**src/design/ppt_pkg.sv**
```systemverilog
// Shared types and constants for the proximity point trigger unit.
// No dependencies; imported by every module of the block.
package ppt_pkg;

   // Field widths
   localparam int IDX_BITS     = 6;
   localparam int POS_BITS     = 36;
   localparam int DIR_BITS     = 2;
   localparam int DIST_BITS    = 20;
   localparam int POINTS_BITS  = 7;
   localparam int CSR_IDX_BITS = 2;
   localparam int DIFF_BITS    = POS_BITS + 1;

   // Upper bound on entries walked by one check
   localparam int MAX_SCAN = 64;

   // Register reset values
   localparam logic [DIST_BITS-1:0]   WARN_RESET   = 20'd30000;
   localparam logic [DIST_BITS-1:0]   REARM_RESET  = 20'd10000;
   localparam logic [POINTS_BITS-1:0] POINTS_RESET = 7'd0;

   // Item actions
   typedef enum logic {
      ACT_WRITE = 1'b0,
      ACT_CHECK = 1'b1
   } ppt_action_type;

   // Register indexes
   typedef enum logic [CSR_IDX_BITS-1:0] {
      CSR_WARNING = 2'd0,
      CSR_REARM   = 2'd1,
      CSR_POINTS  = 2'd2
   } ppt_csr_type;

   // Sequencer states
   typedef enum logic {
      ST_IDLE = 1'b0,
      ST_SCAN = 1'b1
   } ppt_state_type;

   typedef struct packed {
      logic                action;
      logic [IDX_BITS-1:0] entry_index;
      logic [POS_BITS-1:0] position_mm;
      logic [DIR_BITS-1:0] direction;
      logic                direction_any;
   } ppt_req_type;

   typedef struct packed {
      logic [IDX_BITS-1:0]  point_index;
      logic [DIST_BITS-1:0] distance_mm;
      logic                 last;
   } ppt_rsp_type;

   // One stored track point
   typedef struct packed {
      logic [POS_BITS-1:0] position;
      logic [DIR_BITS-1:0] direction;
   } ppt_entry_type;

   // Access controls from the sequencer to the point table
   typedef struct packed {
      logic                wr_en;
      logic [IDX_BITS-1:0] wr_idx;
      ppt_entry_type       wr_entry;
      logic                rd_en;
      logic [IDX_BITS-1:0] rd_idx;
      logic                lat_en;
      logic [IDX_BITS-1:0] lat_idx;
      logic                lat_val;
   } ppt_tbl_ctl_type;

endpackage

```
**src/design/ppt_table.sv**
```systemverilog
// Point table: position/direction memory with a registered read port,
// plus the per-entry trigger latches. Depends on ppt_pkg.
module ppt_table #(
   parameter int DEPTH = 64
) (
   input  logic                      clock,
   input  logic                      reset,
   input  ppt_pkg::ppt_tbl_ctl_type  ctl,
   output ppt_pkg::ppt_entry_type    rd_entry,
   output logic                      latch_q
);
   import ppt_pkg::*;

   localparam int ADDR_W = (DEPTH > 1) ? $clog2(DEPTH) : 1;

   ppt_entry_type     mem [DEPTH];
   ppt_entry_type     rd_entry_ff;
   logic [DEPTH-1:0]  latch_ff;

   // Write one entry, read one entry a cycle with registered data
   always_ff @(posedge clock) begin
      if (ctl.wr_en) begin
         mem[ctl.wr_idx[ADDR_W-1:0]] <= ctl.wr_entry;
      end
      if (ctl.rd_en) begin
         rd_entry_ff <= mem[ctl.rd_idx[ADDR_W-1:0]];
      end
   end

   // Trigger latches, cleared at reset
   always_ff @(posedge clock) begin
      if (reset) begin
         latch_ff <= '0;
      end else if (ctl.lat_en) begin
         latch_ff[ctl.lat_idx[ADDR_W-1:0]] <= ctl.lat_val;
      end
   end

   assign rd_entry = rd_entry_ff;
   assign latch_q  = latch_ff[ctl.lat_idx[ADDR_W-1:0]];

endmodule

```
**src/design/proximity_point_trigger_unit.sv**
```systemverilog
// Proximity point trigger unit: top level with request sequencer and scan pipeline.
// Depends on ppt_pkg and ppt_table.
//
// Usage:
//   req_* carries items. A write item (action 0) stores one track point and
//   clears its trigger latch. A check item (action 1) walks entries
//   0 .. points_in_use-1 (capped at the table depth) and emits one rsp_*
//   transfer for each entry that newly comes within the warning distance
//   ahead; the final one of a check carries last.
//   A check holds req_stall high after its acceptance until the walk ends,
//   also while the walk waits on the result side; the single read port of
//   the point memory sets the pace of one entry per cycle while not paused.
//   Each trigger is held until the next trigger or the end of the walk; the
//   final result is offered as the walk ends.
//   csr_* writes warning distance, re-arm distance and points in use; it is
//   always ready and should only be used while no check is in flight.
//   Results sit in an output register; under rsp_stall the walk pauses only
//   when a trigger is found with both the held trigger and the output full.
//   Reset (synchronous) clears all trigger latches and restores registers;
//   point memory contents are undefined until written.
module proximity_point_trigger_unit #(
   parameter int MAX_POINTS = 64
) (
   input  logic                                  clock,
   input  logic                                  reset,
   input  logic                                  req_valid,
   output logic                                  req_stall,
   input  ppt_pkg::ppt_req_type                  req_data,
   output logic                                  rsp_valid,
   input  logic                                  rsp_stall,
   output ppt_pkg::ppt_rsp_type                  rsp_data,
   input  logic                                  csr_valid,
   output logic                                  csr_ready,
   input  logic [ppt_pkg::CSR_IDX_BITS-1:0]      csr_index,
   input  logic [ppt_pkg::DIST_BITS-1:0]         csr_data
);
   import ppt_pkg::*;

   localparam int DEPTH = (MAX_POINTS < MAX_SCAN) ? MAX_POINTS : MAX_SCAN;
   localparam int CNT_W = $clog2(DEPTH + 1);

   // Configuration registers
   logic [DIST_BITS-1:0]   warn_ff;
   logic [DIST_BITS-1:0]   rearm_ff;
   logic [POINTS_BITS-1:0] points_ff;

   // Sequencer
   ppt_state_type state_ff, state_in;
   logic          scan_active;

   // Current check
   logic [POS_BITS-1:0] cur_pos_ff;
   logic [DIR_BITS-1:0] cur_dir_ff;
   logic                cur_any_ff;
   logic [CNT_W-1:0]    count_ff, count_in;
   logic [CNT_W-1:0]    issue_idx_ff;

   // Pipeline stages
   logic                        s1_valid_ff;
   logic [IDX_BITS-1:0]         s1_idx_ff;
   logic                        s2_valid_ff;
   logic [IDX_BITS-1:0]         s2_idx_ff;
   logic signed [DIFF_BITS-1:0] s2_diff_ff;
   logic                        s2_match_ff;

   // Held trigger waiting to learn whether it is the last
   logic                 held_valid_ff;
   logic [IDX_BITS-1:0]  held_idx_ff;
   logic [DIST_BITS-1:0] held_dist_ff;

   // Output register
   logic        rsp_valid_ff;
   ppt_rsp_type rsp_data_ff;

   // Table interface
   ppt_tbl_ctl_type tbl_ctl;
   ppt_entry_type   rd_entry;
   logic            latch_q;

   // Datapath terms
   logic                        req_accept;
   logic                        check_accept;
   logic                        wr_ok;
   logic                        out_free;
   logic signed [DIFF_BITS-1:0] warn_ext;
   logic signed [DIFF_BITS-1:0] rearm_neg;
   logic signed [DIFF_BITS-1:0] diff_c;
   logic                        match_c;
   logic                        in_win;
   logic                        s2_trig;
   logic                        s2_rearm;
   logic                        advance;
   logic                        issue_done;
   logic                        pipe_empty;
   logic                        issuing;
   logic                        push_mid;
   logic                        push_last;
   logic                        scan_end;
   logic                        pop;

   ppt_table #(
      .DEPTH (DEPTH)
   ) u_table (
      .clock    (clock),
      .reset    (reset),
      .ctl      (tbl_ctl),
      .rd_entry (rd_entry),
      .latch_q  (latch_q)
   );

   // Register writes
   assign csr_ready = 1'b1;

   always_ff @(posedge clock) begin
      if (reset) begin
         warn_ff   <= WARN_RESET;
         rearm_ff  <= REARM_RESET;
         points_ff <= POINTS_RESET;
      end else if (csr_valid && csr_ready) begin
         unique case (csr_index)
            CSR_WARNING: warn_ff   <= csr_data;
            CSR_REARM:   rearm_ff  <= csr_data;
            CSR_POINTS:  points_ff <= csr_data[POINTS_BITS-1:0];
            default:     ;
         endcase
      end
   end

   // Handshake and hazard terms
   always_comb begin
      req_accept   = req_valid && !req_stall;
      check_accept = req_accept && (req_data.action == ACT_CHECK);
      wr_ok        = req_accept && (req_data.action == ACT_WRITE)
                     && (32'(req_data.entry_index) < DEPTH);
      pop          = rsp_valid_ff && !rsp_stall;
      out_free     = !rsp_valid_ff || !rsp_stall;

      warn_ext  = $signed({{(DIFF_BITS - DIST_BITS){1'b0}}, warn_ff});
      rearm_neg = -$signed({{(DIFF_BITS - DIST_BITS){1'b0}}, rearm_ff});
      diff_c    = $signed({1'b0, rd_entry.position}) - $signed({1'b0, cur_pos_ff});
      match_c   = cur_any_ff || (rd_entry.direction == cur_dir_ff);

      in_win   = (s2_diff_ff > 0) && (s2_diff_ff <= warn_ext);
      s2_trig  = s2_valid_ff && s2_match_ff && in_win && !latch_q;
      s2_rearm = s2_valid_ff && s2_match_ff && !in_win && (s2_diff_ff < rearm_neg);

      // Freeze the walk when a second trigger has nowhere to go
      advance    = !(s2_trig && held_valid_ff && !out_free);
      issue_done = (issue_idx_ff == count_ff);
      pipe_empty = !s1_valid_ff && !s2_valid_ff;
      issuing    = scan_active && !issue_done && advance;
      push_mid   = s2_trig && held_valid_ff && out_free;
      push_last  = scan_active && issue_done && pipe_empty && held_valid_ff && out_free;
      scan_end   = scan_active && issue_done && pipe_empty
                   && (!held_valid_ff || out_free);

      if (32'(points_ff) > DEPTH) begin
         count_in = CNT_W'(DEPTH);
      end else begin
         count_in = CNT_W'(points_ff);
      end
   end

   // Table access
   always_comb begin
      tbl_ctl                    = '0;
      tbl_ctl.wr_en              = wr_ok;
      tbl_ctl.wr_idx             = req_data.entry_index;
      tbl_ctl.wr_entry.position  = req_data.position_mm;
      tbl_ctl.wr_entry.direction = req_data.direction;
      tbl_ctl.rd_en              = issuing;
      tbl_ctl.rd_idx             = IDX_BITS'(issue_idx_ff);
      tbl_ctl.lat_en             = wr_ok || (advance && (s2_trig || s2_rearm));
      tbl_ctl.lat_idx            = scan_active ? s2_idx_ff : req_data.entry_index;
      tbl_ctl.lat_val            = scan_active && s2_trig;
   end

   // Next state
   always_comb begin
      state_in = state_ff;
      unique case (state_ff)
         ST_IDLE: begin
            if (check_accept) begin
               state_in = ST_SCAN;
            end
         end
         ST_SCAN: begin
            if (scan_end) begin
               state_in = ST_IDLE;
            end
         end
         default: state_in = ST_IDLE;
      endcase
   end

   // State outputs
   always_comb begin
      unique case (state_ff)
         ST_IDLE: begin
            req_stall   = 1'b0;
            scan_active = 1'b0;
         end
         ST_SCAN: begin
            req_stall   = 1'b1;
            scan_active = 1'b1;
         end
         default: begin
            req_stall   = 1'b1;
            scan_active = 1'b0;
         end
      endcase
   end

   // Control registers
   always_ff @(posedge clock) begin
      if (reset) begin
         state_ff      <= ST_IDLE;
         count_ff      <= '0;
         issue_idx_ff  <= '0;
         s1_valid_ff   <= 1'b0;
         s2_valid_ff   <= 1'b0;
         held_valid_ff <= 1'b0;
         rsp_valid_ff  <= 1'b0;
      end else begin
         state_ff <= state_in;

         // Start or advance the walk
         if (check_accept) begin
            count_ff     <= count_in;
            issue_idx_ff <= '0;
         end else if (issuing) begin
            issue_idx_ff <= issue_idx_ff + 1'b1;
         end

         if (advance) begin
            s1_valid_ff <= issuing;
            s2_valid_ff <= s1_valid_ff;
         end

         // Hold the newest trigger; drop it once sent as last
         if (s2_trig && advance) begin
            held_valid_ff <= 1'b1;
         end else if (push_last) begin
            held_valid_ff <= 1'b0;
         end

         if (push_mid || push_last) begin
            rsp_valid_ff <= 1'b1;
         end else if (pop) begin
            rsp_valid_ff <= 1'b0;
         end
      end
   end

   // Payload registers
   always_ff @(posedge clock) begin
      if (check_accept) begin
         cur_pos_ff <= req_data.position_mm;
         cur_dir_ff <= req_data.direction;
         cur_any_ff <= req_data.direction_any;
      end
      if (advance) begin
         s1_idx_ff   <= IDX_BITS'(issue_idx_ff);
         s2_idx_ff   <= s1_idx_ff;
         s2_diff_ff  <= diff_c;
         s2_match_ff <= match_c;
      end
      if (s2_trig && advance) begin
         held_idx_ff  <= s2_idx_ff;
         held_dist_ff <= s2_diff_ff[DIST_BITS-1:0];
      end
      if (push_mid || push_last) begin
         rsp_data_ff.point_index <= held_idx_ff;
         rsp_data_ff.distance_mm <= held_dist_ff;
         rsp_data_ff.last        <= push_last;
      end
   end

   assign rsp_valid = rsp_valid_ff;
   assign rsp_data  = rsp_data_ff;

endmodule

```
**config.mk**
```make
export PLATFORM = sky130hd
export DESIGN_NAME = proximity_point_trigger_unit
export DESIGN_NICKNAME = d
export VERILOG_FILES = /design/src/design/ppt_pkg.sv /design/src/design/ppt_table.sv /design/src/design/proximity_point_trigger_unit.sv
export SDC_FILE = /design/constraint.sdc
export NUM_CORES = 2
export LEC_CHECK = 0
export ABC_CLOCK_PERIOD_IN_PS = 5200
export BUFFER_PORTS_ARGS = -buffer_cell sky130_fd_sc_hd__buf_2
export CAP_MARGIN = 25
export CORE_MARGIN = 2
export CORE_UTILIZATION = 55
export DETAILED_ROUTE_END_ITERATION = 12
export PLACE_DENSITY = 0.73
export SYNTH_ARGS = -nofsm -noshare
export SYNTH_HDL_FRONTEND = slang
export SYNTH_SLANG_ARGS = --single-unit
```
**constraint.sdc**
```tcl
create_clock -name clock -period 5.2 [get_ports clock]
set_clock_uncertainty 0.15 [all_clocks]
set_input_delay 0.52 -clock clock [delete_from_list [all_inputs] [get_ports clock]]
set_output_delay 0.52 -clock clock [all_outputs]
set_load 0.05 [all_outputs]
```
==> metrics.cfg <==
[synthesis]
synth-edff-count=2612
syn-mean-instance-area_sq_um=21.8
netlist_area_sq_um=107000
yosysTopAreaCell=edfxtp_1
synth_nets=5099
synth_top_area_frac=0.730
synth-seq-area-share=0.754
syn_inst=4931
synthFlopType=edfxtp_1
ys_seq_elements=2742
synth.distinct_cells=91
yosysWarnings=0
synthTopCellsByArea=edfxtp_1, mux4_2, dfxtp_1
async_reset_ff_frac=0

[power_and_ir_drop]
power_frac_clock=0.433
p_int_mw=36.0
p_seq_frac=0.541
p_total_mw=45.0
p_leak_nw=37.9
sw_frac_of_total=0.199
switchingPower_mw=8.97
powerDensity_nw_per_um2=367
share_comb_of_total_power=0.025
worst_ir_drop_vdd_uv=387

[timing]
setup_violations=0
rsz0062_at_grt=no
setup_tns_ps=0
min_period_ps=4660
period_share=0.897
finalMaxSlewViolations=0
finalHoldViolations=0
slew_headroom=0.249
maxClockFrequency_ghz=0.214
tightest_slew_ps=1130

[clock_tree]
cts_tree=built
cts_made_buffers=285
cts.path.max_buffers=4
h-tree-depth=5
cts_sinks=2742
clk_latency_ps=950
cts_root_buf=clkbuf_16
clk_pin_slew_ps=60

[global_routing]
grt.total_usage=0.284
met3_usage=0.0672
antenna_found_initial=13
grt_pass1_wl_mm=398
grt_use_met2=0.457
grt_pass1_vias=54214
grt_max_degree=78
met1_usage=0.389
overflow=0
grt_busiest_layer=met2

[place]
gp_congestion=0.867
dp_hpwl_mm=144
placed_cells=7494
place.port_buffers=101

[final_layout]
final_common_cell=edfxtp_1
drive_above_1_share=0.288
final_net_count=5493
syn2layout_area_growth_pct=14.2
fin_util=0.631
final_cell_mix=edfxtp_1, mux4_2, clkbuf_16, nand2_1, dfxtp_1
stdcell_count=8069

[route]
drcViolationCount=0
ant_nets=0
via_per_inst=6.75
wirelength_mm=282
wl_per_cell_um=34.9
drt-initial-drc-count=8092
firstDrtPassIters=6
vias=54486

[critical_path]
critPathArrivalTime_ps=5350
crit_path_max_fanout=64
crit_type=reg2reg
crit_required_ps=5890
worst_setup_path_end_kind=register
start_kind=register

[floorplan]
core_sq_um=195000
dieHeight_um=446
rows=162
dieWidth_um=446
initial_core_util=0.552
dieArea_sq_um=199000
ioPinCount=103

[hold_path]
hp-class=in2reg

[status]
status=completed

[flow_run]
cap_violations=0

## sequential cells by signal (all words and copies together) (netlist names), 20 cells and up
| register | count |
|---|---|
| u_table.rd_entry | 38 |
| held_dist_ff | 20 |
| warn_ff | 20 |
| u_table.mem | 2432 |
| rsp_data | 27 |
| u_table.latch_ff | 64 |
| rearm_ff | 20 |
| cur_pos_ff | 36 |
| s2_diff_ff | 37 |
## power groups by stage
| stage | sequential (mW) | clock, mW | combinational (mW) |
|---|---|---|---|
| finish | 24.3 | 19.5 | 1.15 |
| global route | 24.3 | 20.5 | 1.23 |
| CTS | 24.4 | 19.7 | 1.05 |
| detailed placement | 24.8 | 0 | 1.03 |
| global placement | 24.8 | 0 | 0.990 |
| floorplan | 24.8 | 0 | 0.504 |
## metrics by stage
| stage | hold WS (ps) | worst slack (ps) | cell area, sq um |
|---|---|---|---|
| final | 12.8 | 537 | 123000 |
| after global routing | 4.68 | 57.8 | 123000 |
| after CTS | 2.23 | 352 | 122000 |
| after detailed placement | 255 | 389 | 113000 |
| after global placement | 250 | 418 | 113000 |
| after floorplan | 250 | 158 | 107000 |
## cell usage after synthesis (all sizes together), types with 6 or more instances
master  count
edfxtp   2612
mux4      799
clkbuf    172
nand2     168
nor2      140
dfxtp     130
ha         94
a21oi      87
inv        85
buf        81
o21ai      79
o311ai     51
xnor2      38
a21o       29
a211oi     27
nand3      25
nor3       21
xor2       21
o211ai     19
nand4      18
nor4       18
o22ai      18
mux2i      14
nand3b     14
nand2b     12
mux2       11
nor3b      11
a31oi      10
and3        9
or2         9
o21a        8
and3b       7
nor2b       7
o21bai      7
a221oi      6
and2        6
## final cells by class
class / instances / area, sq um
Clock buffer: 350 / 7570
Clock inverter: 136 / 1210
Inverter: 85 / 320
Multi-Input combinational cell: 1851 / 25500
Antenna cell: 3 / 7.51
Fill cell: 12511 / 71900
Tap cell: 2542 / 3180
Sequential cell: 2742 / 81100
Timing Repair Buffer: 360 / 3820
## logic make-up after synthesis
group / share of synthesized area
simple gates: 0.0210
mux: 0.170
other cells: 0.0000349
xor+xnor: 0.00481
flops: 0.754
compound gates: 0.0262
buf+inv: 0.0123
fa+ha+maj: 0.0111
## timing repair
action,CTS,global route
hold endpoints to repair,52,1275
gates resized for setup,0,0
endpoints found under the setup margin,0,54
setup buffers,0,1
hold buffers,24,29
## worst paths after layout
kind,end,slack (ps),cells after the start,startpoint
setup / recovery,u_table.latch_ff[51],540,15,rearm_ff[9]
hold / removal,u_table.mem[54][18],10,1,req_data[19]
setup reg to reg,u_table.latch_ff[51],540,15,rearm_ff[9]
hold reg to reg,rsp_data[17],260,0,held_dist_ff[16]
## critical path, stage by stage (launching register included)
cell and delay (ps):
dfxtp_1 360, or4_1 620, nor4_1 300, nand2_1 380
o41ai_1 350, o21ai_0 150, ha_1 320, a21o_1 170
a21oi_1 180, a211o_1 160, a31oi_1 50, nor3_1 530
o31a_1 290, buf_12 260, o311ai_0 170, o21ai_1 130
## per-layer routing
metal	up-vias	part of all wire
met2	3450	0.49
li1	21604	-
met5	-	0.000082
met4	4	0.034
met1	28865	0.37
met3	563	0.11
(Power assumes the default switching activity.)
